$ cat src/hdl/tbpd_pkg.sv
// shared constants, types and the arctangent table for the tilt balance drive
package tbpd_pkg;

	localparam int CORDIC_STEPS_DEF = 16;
	localparam int ATAN_IDX_W       = 5;
	localparam int CORDIC_XY_W      = 27;
	localparam int CORDIC_Z_W       = 26;
	localparam int ANGLE_W          = 17;
	localparam int MUL_A_W          = 44;
	localparam int MUL_B_W          = 18;
	localparam int DIV_N_W          = 44;
	localparam int DIV_D_W          = 25;

	localparam logic signed [CORDIC_Z_W-1:0] Z_HALF_TURN = 26'sd11796480;
	localparam logic signed [MUL_A_W-1:0]    FILT_HALF   = 44'sd6717440;
	localparam logic [DIV_D_W-1:0]           FILT_DEN    = 25'd13434880;
	localparam logic [DIV_D_W-1:0]           PD_DEN      = 25'd41;
	localparam logic signed [20:0]           ANGLE_SAT   = 21'sd46080;

	localparam logic [15:0] GAIN_P_RST   = 16'd0;
	localparam logic [15:0] GAIN_D_RST   = 16'd0;
	localparam logic [15:0] BLEND_RST    = 16'd1311;
	localparam logic [14:0] OFFSET_RST   = 15'd1280;
	localparam logic [15:0] TILT_LIM_RST = 16'd11520;
	localparam logic [6:0]  DEAD_RST     = 7'd8;
	localparam logic [6:0]  DRIVE_LIM_RST = 7'd100;

	localparam logic [2:0] REG_GAIN_P    = 3'd0;
	localparam logic [2:0] REG_GAIN_D    = 3'd1;
	localparam logic [2:0] REG_BLEND     = 3'd2;
	localparam logic [2:0] REG_OFFSET    = 3'd3;
	localparam logic [2:0] REG_TILT_LIM  = 3'd4;
	localparam logic [2:0] REG_DEAD      = 3'd5;
	localparam logic [2:0] REG_DRIVE_LIM = 3'd6;

	typedef enum logic [3:0] {
		ST_IDLE,
		ST_CORDIC,
		ST_MUL1,
		ST_MUL2,
		ST_DIV1,
		ST_FILT,
		ST_MUL3,
		ST_MUL4,
		ST_DIV2,
		ST_FIN
	} state_t;

	function automatic logic [CORDIC_Z_W-1:0] atan_entry(input logic [ATAN_IDX_W-1:0] idx);
		logic [CORDIC_Z_W-1:0] v;
		case (idx)
			5'd0:  v = 26'd2949120;
			5'd1:  v = 26'd1740967;
			5'd2:  v = 26'd919879;
			5'd3:  v = 26'd466945;
			5'd4:  v = 26'd234379;
			5'd5:  v = 26'd117304;
			5'd6:  v = 26'd58666;
			5'd7:  v = 26'd29335;
			5'd8:  v = 26'd14668;
			5'd9:  v = 26'd7334;
			5'd10: v = 26'd3667;
			5'd11: v = 26'd1833;
			5'd12: v = 26'd917;
			5'd13: v = 26'd458;
			5'd14: v = 26'd229;
			5'd15: v = 26'd115;
			5'd16: v = 26'd57;
			5'd17: v = 26'd29;
			5'd18: v = 26'd14;
			5'd19: v = 26'd7;
			5'd20: v = 26'd4;
			5'd21: v = 26'd2;
			5'd22: v = 26'd1;
			default: v = 26'd0;
		endcase
		return v;
	endfunction

endpackage

$ cat src/hdl/tbpd_cordic.sv
// iterative vectoring cordic, one micro-rotation per cycle, angle in 1/256 degree
module tbpd_cordic #(
	parameter int STEPS = tbpd_pkg::CORDIC_STEPS_DEF
) (
	input  logic                                 clk,
	input  logic                                 arst_n,
	input  logic                                 start,
	input  logic signed [15:0]                   ay,
	input  logic signed [15:0]                   az,
	output logic                                 done,
	output logic signed [tbpd_pkg::ANGLE_W-1:0]  angle
);

	localparam int CW = (STEPS > 1) ? $clog2(STEPS) : 1;
	localparam int XW = tbpd_pkg::CORDIC_XY_W;
	localparam int ZW = tbpd_pkg::CORDIC_Z_W;

	logic signed [XW-1:0] x_q, y_q, x0, y0, xs, ys;
	logic signed [ZW-1:0] z_q, z_rnd, step_z;
	logic [CW-1:0]        cnt_q;
	logic                 busy_q, done_q, zero_q;

	assign x0 = XW'(az) <<< 8;
	assign y0 = XW'(ay) <<< 8;
	assign xs = x_q >>> cnt_q;
	assign ys = y_q >>> cnt_q;
	assign step_z = tbpd_pkg::atan_entry(tbpd_pkg::ATAN_IDX_W'(cnt_q));

	always_ff @(posedge clk or negedge arst_n) begin
		if (!arst_n) begin
			busy_q <= 1'b0;
			done_q <= 1'b0;
			cnt_q  <= '0;
		end else begin
			done_q <= 1'b0;
			if (start) begin
				busy_q <= 1'b1;
				cnt_q  <= '0;
			end else if (busy_q) begin
				if (cnt_q == CW'(STEPS - 1)) begin
					busy_q <= 1'b0;
					done_q <= 1'b1;
				end
				cnt_q <= cnt_q + 1'b1;
			end
		end
	end

	always_ff @(posedge clk) begin
		if (start) begin
			zero_q <= (ay == 16'sd0) && (az == 16'sd0);
			if (az < 16'sd0) begin
				x_q <= -x0;
				y_q <= -y0;
				z_q <= (ay >= 16'sd0) ? tbpd_pkg::Z_HALF_TURN : -tbpd_pkg::Z_HALF_TURN;
			end else begin
				x_q <= x0;
				y_q <= y0;
				z_q <= '0;
			end
		end else if (busy_q) begin
			if (y_q > 0) begin
				x_q <= x_q + ys;
				y_q <= y_q - xs;
				z_q <= z_q + step_z;
			end else begin
				x_q <= x_q - ys;
				y_q <= y_q + xs;
				z_q <= z_q - step_z;
			end
		end
	end

	assign z_rnd = z_q + ZW'(128);
	assign angle = zero_q ? '0 : z_rnd[tbpd_pkg::ANGLE_W+7:8];
	assign done  = done_q;

endmodule

$ cat src/hdl/tbpd_mul.sv
// bit-serial signed shift-add multiplier, product accumulated onto a start value
module tbpd_mul (
	input  logic                                 clk,
	input  logic                                 arst_n,
	input  logic                                 start,
	input  logic signed [tbpd_pkg::MUL_A_W-1:0]  a,
	input  logic signed [tbpd_pkg::MUL_B_W-1:0]  b,
	input  logic signed [tbpd_pkg::MUL_A_W-1:0]  init,
	output logic                                 done,
	output logic signed [tbpd_pkg::MUL_A_W-1:0]  prod
);

	localparam int AW = tbpd_pkg::MUL_A_W;
	localparam int BW = tbpd_pkg::MUL_B_W;
	localparam int CW = $clog2(BW);

	logic signed [AW-1:0] acc_q, mc_q;
	logic [BW-1:0]        b_q;
	logic [CW-1:0]        cnt_q;
	logic                 busy_q, done_q, last;

	assign last = (cnt_q == CW'(BW - 1));

	always_ff @(posedge clk or negedge arst_n) begin
		if (!arst_n) begin
			busy_q <= 1'b0;
			done_q <= 1'b0;
			cnt_q  <= '0;
		end else begin
			done_q <= 1'b0;
			if (start) begin
				busy_q <= 1'b1;
				cnt_q  <= '0;
			end else if (busy_q) begin
				if (last) begin
					busy_q <= 1'b0;
					done_q <= 1'b1;
				end
				cnt_q <= cnt_q + 1'b1;
			end
		end
	end

	always_ff @(posedge clk) begin
		if (start) begin
			acc_q <= init;
			mc_q  <= a;
			b_q   <= b;
		end else if (busy_q) begin
			// top bit of b carries negative weight
			if (b_q[0]) begin
				acc_q <= last ? acc_q - mc_q : acc_q + mc_q;
			end
			mc_q <= mc_q <<< 1;
			b_q  <= b_q >> 1;
		end
	end

	assign prod = acc_q;
	assign done = done_q;

endmodule

$ cat src/hdl/tbpd_div.sv
// restoring unsigned divider, one quotient bit per cycle
module tbpd_div (
	input  logic                                clk,
	input  logic                                arst_n,
	input  logic                                start,
	input  logic [tbpd_pkg::DIV_N_W-1:0]        dividend,
	input  logic [tbpd_pkg::DIV_D_W-1:0]        divisor,
	output logic                                done,
	output logic [tbpd_pkg::DIV_N_W-1:0]        quotient,
	output logic                                rem_nz
);

	localparam int NW = tbpd_pkg::DIV_N_W;
	localparam int DW = tbpd_pkg::DIV_D_W;
	localparam int CW = $clog2(NW);

	logic [NW-1:0] quo_q;
	logic [DW-1:0] rem_q, dvs_q;
	logic [DW:0]   trial;
	logic          fits;
	logic [CW-1:0] cnt_q;
	logic          busy_q, done_q;

	assign trial = {rem_q, quo_q[NW-1]};
	assign fits  = trial >= {1'b0, dvs_q};

	always_ff @(posedge clk or negedge arst_n) begin
		if (!arst_n) begin
			busy_q <= 1'b0;
			done_q <= 1'b0;
			cnt_q  <= '0;
		end else begin
			done_q <= 1'b0;
			if (start) begin
				busy_q <= 1'b1;
				cnt_q  <= '0;
			end else if (busy_q) begin
				if (cnt_q == CW'(NW - 1)) begin
					busy_q <= 1'b0;
					done_q <= 1'b1;
				end
				cnt_q <= cnt_q + 1'b1;
			end
		end
	end

	always_ff @(posedge clk) begin
		if (start) begin
			quo_q <= dividend;
			rem_q <= '0;
			dvs_q <= divisor;
		end else if (busy_q) begin
			rem_q <= fits ? DW'(trial - {1'b0, dvs_q}) : DW'(trial);
			quo_q <= {quo_q[NW-2:0], fits};
		end
	end

	assign quotient = quo_q;
	assign rem_nz   = (rem_q != '0);
	assign done     = done_q;

endmodule

$ cat src/hdl/tilt_balance_pd_drive.sv
// top level: tilt estimate, complementary filter and pd drive law with config registers
// the result is formed by the cordic iterations, four serial multiplies
// and two serial divides
// one request is worked at a time; the next is taken the cycle after the result enters
// the output register, and a stalled output holds the result back from that register
// reset sets the config registers to defaults and the filter angle to zero
module tilt_balance_pd_drive #(
	parameter int CORDIC_STEPS = tbpd_pkg::CORDIC_STEPS_DEF
) (
	input  logic        clk,
	input  logic        arst_n,
	input  logic        s_axis_tvalid,
	output logic        s_axis_tready,
	input  logic [47:0] s_axis_tdata,   // accel_y, accel_z, gyro_x
	output logic        m_axis_tvalid,
	input  logic        m_axis_tready,
	output logic [31:0] m_axis_tdata,   // motor_drive, tilt_angle, zero pad
	output logic        m_axis_tuser,   // running
	input  logic        cfg_valid,
	output logic        cfg_ready,
	input  logic [2:0]  cfg_index,
	input  logic [15:0] cfg_data
);

	localparam int AW = tbpd_pkg::MUL_A_W;
	localparam int NW = tbpd_pkg::DIV_N_W;

	tbpd_pkg::state_t state_q, state_d;

	logic signed [15:0] gain_p_q, gain_d_q, gx_q;
	logic [15:0]        blend_q, tilt_lim_q;
	logic signed [14:0] offset_q;
	logic [6:0]         dead_q, drive_lim_q;
	logic signed [16:0] filt_q;
	logic               run_q;

	logic               m_valid_q, m_run_q;
	logic signed [7:0]  m_drive_q;
	logic signed [16:0] m_angle_q;

	logic cordic_start, cordic_done, mul_start, mul_done, div_start, div_done;
	logic filt_load, out_load;

	logic signed [16:0] cordic_angle;
	logic signed [17:0] acc;
	logic signed [25:0] acc205, g640;
	logic signed [24:0] f205;
	logic signed [22:0] ang41;
	logic signed [AW-1:0] mul_a, mul_init, prod;
	logic signed [tbpd_pkg::MUL_B_W-1:0] mul_b;
	logic [NW-1:0] prod_mag, div_n, quo;
	logic [tbpd_pkg::DIV_D_W-1:0] div_d;
	logic rem_nz;

	logic signed [20:0] ang_full;
	logic signed [16:0] ang_sat;
	logic [16:0]        ang_abs;
	logic [20:0]        dmag;
	logic [6:0]         dclamp;
	logic signed [7:0]  drive;

	assign cfg_ready = 1'b1;

	always_ff @(posedge clk or negedge arst_n) begin
		if (!arst_n) begin
			gain_p_q    <= tbpd_pkg::GAIN_P_RST;
			gain_d_q    <= tbpd_pkg::GAIN_D_RST;
			blend_q     <= tbpd_pkg::BLEND_RST;
			offset_q    <= tbpd_pkg::OFFSET_RST;
			tilt_lim_q  <= tbpd_pkg::TILT_LIM_RST;
			dead_q      <= tbpd_pkg::DEAD_RST;
			drive_lim_q <= tbpd_pkg::DRIVE_LIM_RST;
		end else if (cfg_valid) begin
			unique case (cfg_index)
				tbpd_pkg::REG_GAIN_P:    gain_p_q    <= cfg_data;
				tbpd_pkg::REG_GAIN_D:    gain_d_q    <= cfg_data;
				tbpd_pkg::REG_BLEND:     blend_q     <= cfg_data;
				tbpd_pkg::REG_OFFSET:    offset_q    <= cfg_data[14:0];
				tbpd_pkg::REG_TILT_LIM:  tilt_lim_q  <= cfg_data;
				tbpd_pkg::REG_DEAD:      dead_q      <= cfg_data[6:0];
				tbpd_pkg::REG_DRIVE_LIM: drive_lim_q <= cfg_data[6:0];
				default: ;
			endcase
		end
	end

	always_ff @(posedge clk or negedge arst_n) begin
		if (!arst_n) begin
			state_q <= tbpd_pkg::ST_IDLE;
		end else begin
			state_q <= state_d;
		end
	end

	always_comb begin
		state_d = state_q;
		unique case (state_q)
			tbpd_pkg::ST_IDLE:   if (s_axis_tvalid) state_d = tbpd_pkg::ST_CORDIC;
			tbpd_pkg::ST_CORDIC: if (cordic_done) state_d = tbpd_pkg::ST_MUL1;
			tbpd_pkg::ST_MUL1:   if (mul_done) state_d = tbpd_pkg::ST_MUL2;
			tbpd_pkg::ST_MUL2:   if (mul_done) state_d = tbpd_pkg::ST_DIV1;
			tbpd_pkg::ST_DIV1:   if (div_done) state_d = tbpd_pkg::ST_FILT;
			tbpd_pkg::ST_FILT:   state_d = tbpd_pkg::ST_MUL3;
			tbpd_pkg::ST_MUL3:   if (mul_done) state_d = tbpd_pkg::ST_MUL4;
			tbpd_pkg::ST_MUL4:   if (mul_done) state_d = tbpd_pkg::ST_DIV2;
			tbpd_pkg::ST_DIV2:   if (div_done) state_d = tbpd_pkg::ST_FIN;
			tbpd_pkg::ST_FIN:    if (!m_valid_q || m_axis_tready) state_d = tbpd_pkg::ST_IDLE;
			default:             state_d = tbpd_pkg::ST_IDLE;
		endcase
	end

	always_comb begin
		s_axis_tready = (state_q == tbpd_pkg::ST_IDLE);
		cordic_start  = (state_q == tbpd_pkg::ST_IDLE) && s_axis_tvalid;
		mul_start     = ((state_q == tbpd_pkg::ST_CORDIC) && cordic_done)
			|| ((state_q == tbpd_pkg::ST_MUL1) && mul_done)
			|| (state_q == tbpd_pkg::ST_FILT)
			|| ((state_q == tbpd_pkg::ST_MUL3) && mul_done);
		div_start     = ((state_q == tbpd_pkg::ST_MUL2) || (state_q == tbpd_pkg::ST_MUL4))
			&& mul_done;
		filt_load     = (state_q == tbpd_pkg::ST_FILT);
		out_load      = (state_q == tbpd_pkg::ST_FIN) && (!m_valid_q || m_axis_tready);
	end

	tbpd_cordic #(.STEPS(CORDIC_STEPS)) u_cordic (
		.clk    (clk),
		.arst_n (arst_n),
		.start  (cordic_start),
		.ay     (s_axis_tdata[15:0]),
		.az     (s_axis_tdata[31:16]),
		.done   (cordic_done),
		.angle  (cordic_angle)
	);

	always_ff @(posedge clk) begin
		if (cordic_start) begin
			gx_q <= s_axis_tdata[47:32];
		end
	end

	// operands of the four products
	assign acc    = -18'(cordic_angle) - 18'(offset_q);
	assign acc205 = 26'(acc) * 26'sd205;
	assign f205   = 25'(filt_q) * 25'sd205 - (25'(gx_q) <<< 5);
	assign ang41  = 23'(ang_sat) * 23'sd41;
	assign g640   = 26'(gx_q) * 26'sd640;

	always_comb begin
		case (state_q)
			tbpd_pkg::ST_CORDIC: begin
				mul_a    = AW'(acc205);
				mul_b    = 18'(blend_q);
				mul_init = tbpd_pkg::FILT_HALF;
			end
			tbpd_pkg::ST_MUL1: begin
				mul_a    = AW'(f205);
				mul_b    = 18'(18'd65536 - 18'(blend_q));
				mul_init = prod;
			end
			tbpd_pkg::ST_FILT: begin
				mul_a    = AW'(ang41);
				mul_b    = 18'(gain_p_q);
				mul_init = '0;
			end
			default: begin
				mul_a    = AW'(g640);
				mul_b    = 18'(gain_d_q);
				mul_init = prod;
			end
		endcase
	end

	tbpd_mul u_mul (
		.clk    (clk),
		.arst_n (arst_n),
		.start  (mul_start),
		.a      (mul_a),
		.b      (mul_b),
		.init   (mul_init),
		.done   (mul_done),
		.prod   (prod)
	);

	assign prod_mag = prod[AW-1] ? NW'(-prod) : NW'(prod);
	assign div_n    = (state_q == tbpd_pkg::ST_MUL2) ? prod_mag : (prod_mag >> 16);
	assign div_d    = (state_q == tbpd_pkg::ST_MUL2) ? tbpd_pkg::FILT_DEN : tbpd_pkg::PD_DEN;

	tbpd_div u_div (
		.clk      (clk),
		.arst_n   (arst_n),
		.start    (div_start),
		.dividend (div_n),
		.divisor  (div_d),
		.done     (div_done),
		.quotient (quo),
		.rem_nz   (rem_nz)
	);

	// floor division and saturation of the filter result
	always_comb begin
		if (prod[AW-1]) begin
			ang_full = -(21'(quo[18:0]) + 21'(rem_nz));
		end else begin
			ang_full = 21'(quo[18:0]);
		end
		if (ang_full > tbpd_pkg::ANGLE_SAT) begin
			ang_sat = 17'(tbpd_pkg::ANGLE_SAT);
		end else if (ang_full < -tbpd_pkg::ANGLE_SAT) begin
			ang_sat = 17'(-tbpd_pkg::ANGLE_SAT);
		end else begin
			ang_sat = 17'(ang_full);
		end
		ang_abs = ang_sat[16] ? 17'(-ang_sat) : 17'(ang_sat);
	end

	always_ff @(posedge clk or negedge arst_n) begin
		if (!arst_n) begin
			filt_q <= '0;
		end else if (filt_load) begin
			filt_q <= ang_sat;
		end
	end

	always_ff @(posedge clk) begin
		if (filt_load) begin
			run_q <= (ang_abs <= 17'(tilt_lim_q));
		end
	end

	// drive sign is opposite to the pd sum
	always_comb begin
		dmag   = 21'(quo[19:0]) + 21'(dead_q);
		dclamp = (dmag > 21'(drive_lim_q)) ? drive_lim_q : dmag[6:0];
		if (!run_q || (quo[19:0] == 20'd0)) begin
			drive = '0;
		end else if (prod[AW-1]) begin
			drive = 8'(dclamp);
		end else begin
			drive = -8'(dclamp);
		end
	end

	always_ff @(posedge clk or negedge arst_n) begin
		if (!arst_n) begin
			m_valid_q <= 1'b0;
		end else if (out_load) begin
			m_valid_q <= 1'b1;
		end else if (m_axis_tready) begin
			m_valid_q <= 1'b0;
		end
	end

	always_ff @(posedge clk) begin
		if (out_load) begin
			m_drive_q <= drive;
			m_run_q   <= run_q;
			m_angle_q <= filt_q;
		end
	end

	assign m_axis_tvalid = m_valid_q;
	assign m_axis_tdata  = {7'd0, m_angle_q, m_drive_q};
	assign m_axis_tuser  = m_run_q;

endmodule
$ cat config.mk
export PLATFORM = sky130hd
export DESIGN_NAME = tilt_balance_pd_drive
export DESIGN_NICKNAME = d
export VERILOG_FILES = /design/src/hdl/tbpd_pkg.sv /design/src/hdl/tbpd_cordic.sv /design/src/hdl/tbpd_mul.sv /design/src/hdl/tbpd_div.sv /design/src/hdl/tilt_balance_pd_drive.sv
export SDC_FILE = /design/constraint.sdc
export NUM_CORES = 2
export LEC_CHECK = 0
export BUFFER_PORTS_ARGS = -buffer_cell sky130_fd_sc_hd__buf_2
export CORE_MARGIN = 2
export CORE_UTILIZATION = 46
export DETAILED_ROUTE_END_ITERATION = 12
export PLACE_DENSITY = 0.69
export SLEW_MARGIN = 25
export SYNTH_ARGS = -nofsm -noshare
export SYNTH_HDL_FRONTEND = slang
export SYNTH_SLANG_ARGS = --single-unit
$ cat constraint.sdc
create_clock -name clk -period 8.54 [get_ports clk]
set_input_delay 1.708 -clock clk [delete_from_list [all_inputs] [get_ports clk]]
set_output_delay 1.708 -clock clk [all_outputs]
set_load 0.005 [all_outputs]
# Yosys cells after proc, flatten, opt, wreduce, memory -nomap -nowiden
# Memory sizes are Yosys's and may differ from the RTL's.
# Index checks and enable logic that the tools add are counted.
# W data, S select, Z words.
[op_classes]
addsub = 25
n_mul = 4
magnitude_cmp = 8
n_eq_ne = 28
shift = 2
muxes = 73
reduce_logical = 36
[ops]
columns = ["cell", "count"]
rows = [
  ["$mux W44", 10],
  ["$mux W27", 8],
  ["$pmux W44 S3", 1],
  ["$mux W26", 5],
  ["$pmux W44 S2", 1],
  ["$mux W17", 4],
  ["$add A27 B27 Y27", 2],
  ["$neg A24 Y27", 2],
  ["$pmux W18 S3", 1],
  ["$sshr A27 B4 Y27", 2],
  ["$sub A27 B27 Y27", 2],
  ["$add A44 B44 Y44", 1],
  ["$mux W4", 11],
  ["$neg A44 Y44", 1],
  ["$sub A44 B44 Y44", 1],
  ["$pmux W4 S10", 1],
  ["$mux W18", 2],
  ["$logic_not A16 Y1", 2],
  ["$gt A27 B1 Y1 const B", 1],
  ["$add A26 B26 Y26", 1],
  ["$ge A26 B25 Y1", 1],
  ["$mul A18 B9 Y26 const B", 1],
  ["$sub A26 B26 Y26", 1],
  ["$add A25 B9 Y25 const B", 1],
  ["other kinds (53)", 113],
]
[word_totals]
register_bits = 460
romBits = 352
in_bits = 72
out_inout_bits = 36
wordCells = 212
n_memories = 1
[memory_table]
columns = ["name", "depth", "width", "rd", "rd_ports_with_merged_regs", "write_ports", "line_no", "source"]
rows = [
  ["(no name shown)", 16, 22, 1, 0, 0, "tbpd_pkg.sv:51", "case (idx)"],
]

# Logic depth before layout (Yosys ltp)
[depth]
depth_word = 10
ltp_mapped = 36
depth_no_buf = 34

# Modules after synthesis
# A second synthesis with hierarchy kept.
[hier_totals]
hier_cells = 5401
area_unflattened_um2 = 48816.8
[by_module_without_submodules]
columns = ["mod", "instances", "cells_each", "area_each_um2"]
rows = [
  ["tilt_balance_pd_drive", 1, 2590, 22621.7],
  ["tbpd_cordic", 1, 1534, 12697.2],
  ["tbpd_mul", 1, 796, 7998.9],
  ["tbpd_div", 1, 481, 5499.0],
]

# Least setup slack after synthesis
# OpenSTA, ideal clock, no wires.
[synth_path]
path_type = "flip-flop to flip-flop"
from = "register u_div.rem_q[8]"
to = "register u_mul.mc_q[32], data pin"
arrival_time_ps = 8242
required_time_ps = 8266
setup_slack_ps = 23
stages_incl_launch_ff = 36
cell_sequence = "dfxtp_1 -> or4_4 -> nor4_1 -> nand2_1 -> nor2_1 -> ha_1 -> ha_1 -> inv_1 -> ha_1 -> o21bai_1 -> and3_1 -> nor3_1 -> a221oi_1 -> nand4b_1 -> o31ai_1 -> a311o_1 -> and4_4 -> a21oi_4 -> buf_2 -> nor2_1 -> ha_1 -> ha_1 -> inv_1 -> fa_1 -> inv_1 -> ha_1 -> or4_1 -> o221a_1 -> a31o_2 -> a2111oi_0 -> o21bai_1 -> o311a_1 -> a21o_1 -> o31ai_4 -> buf_4 -> nand3_1"
[synth_between]
elab_chain_len = 10
word_cells_on_any_way = 11
cone_classes = "add/sub (2); mul (1); order compare (2); mux (5); reduce/logical (1)"
[synth_lines]
columns = ["element", "line_no", "source"]
rows = [
  ["start, declared", "tbpd_div.sv:18", "logic [DW-1:0] rem_q, dvs_q;"],
  ["start signal, assigned", "tbpd_div.sv:53", "rem_q <= fits ? DW'(trial - {1'b0, dvs_q}) : DW'(trial);"],
  ["$reduce_bool A25 Y1 (*)", "tbpd_div.sv:59", "assign rem_nz = (rem_q != '0);"],
  ["$add A19 B1 Y20 (*)", "tilt_balance_pd_drive.sv:202", "ang_full = -(21'(quo[18:0]) + 21'(rem_nz));"],
  ["$neg A20 Y21 (*)", "tilt_balance_pd_drive.sv:202", ""],
  ["$mux W21 (*)", "tilt_balance_pd_drive.sv:201", "if (prod[AW-1]) begin"],
  ["$lt A21 B17 Y1", "tilt_balance_pd_drive.sv:208", "end else if (ang_full < -tbpd_pkg::ANGLE_SAT) begin"],
  ["$mux W17", "tilt_balance_pd_drive.sv:208", ""],
  ["$mux W17 (*)", "tilt_balance_pd_drive.sv:206", "if (ang_full > tbpd_pkg::ANGLE_SAT) begin"],
  ["net ang_sat[7]", "tilt_balance_pd_drive.sv:56", "logic signed [16:0] ang_sat;"],
  ["$mul A17 B7 Y23 (*)", "tilt_balance_pd_drive.sv:145", "assign ang41 = 23'(ang_sat) * 23'sd41;"],
  ["$pmux W44 S3 (*)", "tilt_balance_pd_drive.sv:149", "case (state_q)"],
  ["$mux W44 (*)", "tbpd_mul.sv:45", "if (start) begin"],
  ["end signal, assigned", "tbpd_mul.sv:54", "mc_q <= mc_q <<< 1;"],
  ["end, declared", "tbpd_mul.sv:17", "logic signed [AW-1:0] acc_q, mc_q;"],
]
# The timed path passes the listed nets; every way through them passes the cells marked *.
# A chain may end at the register's enable or synchronous reset.

# Worst setup path after layout
[layout_path]
from = "register u_div.rem_q[11]"
to = "register u_mul.mc_q[42], data pin"
# Same word-level chain as after synthesis.

==> results.cfg <==
[status]
status = finished clean

[synthesis]
synth_top_area_share_pct = 18.07
synth.top_cells.by_count = ha_1 (499), inv_1 (435), nor2_1 (403), nand2_1 (353), o21ai_0 (316)
synth-main-ff-cell = edfxtp_1
synth.distinct_cells = 114
synth_area_leaders = edfxtp_1 (18%), ha_1 (14%), dfrtp_1 (6.5%)
yosys.area.top_type = edfxtp_1
yosysSeqAreaShare_pct = 26.65
postSynthAreaPerCell_um2 = 9.114
syn_area_mm2 = 0.04571
synth_edf_count = 275
synth_cells = 5015
yosysMostFrequentCell = ha_1
ys_async_sr_fraction_pct = 31.19
synth_warnings = 0
synth.ff_latch_count = 436

[clock_network]
cts_tree = built
hold_buffers = 0
htreeDepth = 2
clkSinkCount = 436
clk_latency_ps = 660
path_clk_slew_ps = 60
cts_root_buf = clkbuf_16
cts_buffer_depth = 3
cts_buffers = 54

[global_route]
grt_max_degree = 92
overflow = 0
antenna_found_initial = 8
grt_pass1_vias = 36410
track_usage_pct = 24.09
grt_pass1_wl_um = 198800

[placed_design]
post-place-ws_ps = -302.4
dp_hpwl_um = 94950
io_buffers = 99
routabilityCongestion = 0.9482

[routing]
firstDrtPassIters = 6
drc = 0
wl_per_cell_um = 19.37
antenna_left = 0
drtIter0Drc = 3335
wirelength_um = 125100
vias = 38340
vias_per_cell = 5.936

[final_layout]
syn2layout_area_growth_pct = 9.953
drive_above_1_share_pct = 12.28
finalNetCount = 5832
num_antenna_cells = 0
n_fill_cell = 9081

[die]
die_area_mm2 = 0.1019
start_util_pct = 46.44
rows = 115
die_x_um = 319.2
dieHeight_um = 319.2
core-area_mm2 = 0.09842
io_pins = 108

[sta]
fin_crit_ps = 8351
relSlewSlack_pct = 24.63
clock.fmax_mhz = 119.7
worst_clock_skew_ps = 19.52
hold_violations = 0
whs_ps = 505.8
timing.final.crit_share_pct = 97.79
slew_viol_final = 0
tightest_slew_ps = 1119
tns_ps = 0
setup_violations = 0
fin_ws_ps = 188.8

[critical_path]
end_kind = register
cp_data_arrival_time_ps = 8720
crit_type = reg2reg
start_kind = register
slowest_stage = or4_4
max_stage_delay_ps = 570
crit_fanout = 10
crit_required_ps = 8910

[run]
maxCapViolations = 0

[hold_path]
hp-class = reg2reg
## area by class of cell
| type | count | area (um2) | area share (%) |
|---|---|---|---|
| clock buffer | 73 | 1495 | 2.975 |
| timing repair buffer | 234 | 1587 | 3.157 |
| tap | 1287 | 1610 | 3.204 |
| sequential | 436 | 12190 | 24.25 |
| inverter | 439 | 1649 | 3.281 |
| clock inverter | 28 | 316.6 | 0.6299 |
| multi-input combinational | 3962 | 31410 | 62.50 |
## flip-flops by register name (all words and copies together) (netlist names), 7 cells and up
signal / cells
blend_q: 16
dead_q: 7
drive_lim_q: 7
filt_q: 17
gain_d_q: 16
gain_p_q: 16
gx_q: 16
m_angle_q: 17
m_drive_q: 8
offset_q: 15
tilt_lim_q: 16
u_cordic.x_q: 27
u_cordic.y_q: 27
u_cordic.z_q: 25
u_div.quotient: 44
u_div.rem_q: 25
u_mul.b_q: 18
u_mul.mc_q: 44
u_mul.prod: 44
## what timing repair did
action | CTS | global route
buffers inserted | 0 | 5
endpoints found under the setup margin | 22 | 24
pin swaps | 0 | 23
resized for setup | 7 | 42
gates cloned | 0 | 1
## worst paths after layout
path	from	slack [ps]	cells past startpoint	end
max reg2reg	u_div.rem_q[11]	190	38	u_mul.mc_q[42]
max	u_div.rem_q[11]	190	38	u_mul.mc_q[42]
min reg2reg	gain_d_q[11]	510	1	gain_d_q[11]
max in group asynchronous	arst_n	5990	2	u_div.cnt_q[3]
min	gain_d_q[11]	510	1	gain_d_q[11]
min in group asynchronous	arst_n	1100	1	offset_q[13]
## cells by family (layout without fill, tap and decap cells)
| family | Yosys count | count (layout) | synth area share [%] |
|---|---|---|---|
| AO/OA/AOI/OAI | 1207 | 1207 | 17.06 |
| flip-flops | 436 | 436 | 26.65 |
| AND/OR/NAND/NOR | 1429 | 1429 | 15.34 |
| other | 2 | 8 | 0.01643 |
| multiplexers | 260 | 260 | 7.837 |
| buffers and inverters | 623 | 774 | 5.412 |
| XOR/XNOR | 425 | 425 | 8.160 |
| adder cells (fa/ha/maj) | 633 | 633 | 19.53 |
## per-stage QoR
step | area [um2] | util [%] | cells
floorplan | 45730 | - | 5021
global placement | 48090 | 48.86 | 6351
detailed placement | 48110 | 48.88 | 6352
CTS | 49940 | 50.75 | 6453
global route | 50260 | 51.07 | 6459
finish | 50260 | 51.07 | 6459
## layer usage
layer / share of wire, % / wire, um / global-route usage, % / vias up
li1: - / - / - / 18370
met1: 45 / 55790 / 33.29 / 18540
met2: 45 / 55930 / 37.86 / 1184
met3: 7.2 / 9068 / 4.274 / 240
met4: 3.4 / 4297 / 8.470 / 4
met5: 0.015 / 19 / 0 / -
## placed cells by master (no fill, tap or decap), drive strengths merged, types with 20 or more instances in the layout
cell type,count
xnor2,248
or2,27
and2,27
mux2,114
or3,65
nand2b,89
nor3,115
nor2b,57
a21oi,300
nand2,353
dfrtp,119
mux2i,80
nor2,405
buf,233
dfxtp,25
clkbuf,74
inv,437
and3,32
o211ai,35
o41ai,20
mux4,66
edfxtp,275
fa,134
nand4,37
o22ai,27
clkinv,23
nand3,88
o21bai,29
a211oi,61
a21o,68
ha,499
a221oi,22
a31oi,52
xor2,177
or4,22
o21a,62
nor4,47
o21ai,319
o31ai,67
## worst max-delay path, delay by kind of cell (launching register included)
family                     cells  cell delay [ps]
AOI/OAI and AO/OA             14             2730
adders and majority gates      7             1780
buffers and inverters          8              950
DFF                            1              310
and+or+nand+nor                9             2270
Power is left out: the tool's default activity adds up to more than one toggle a clock period on the data nets, which glitch-free logic cannot reach.
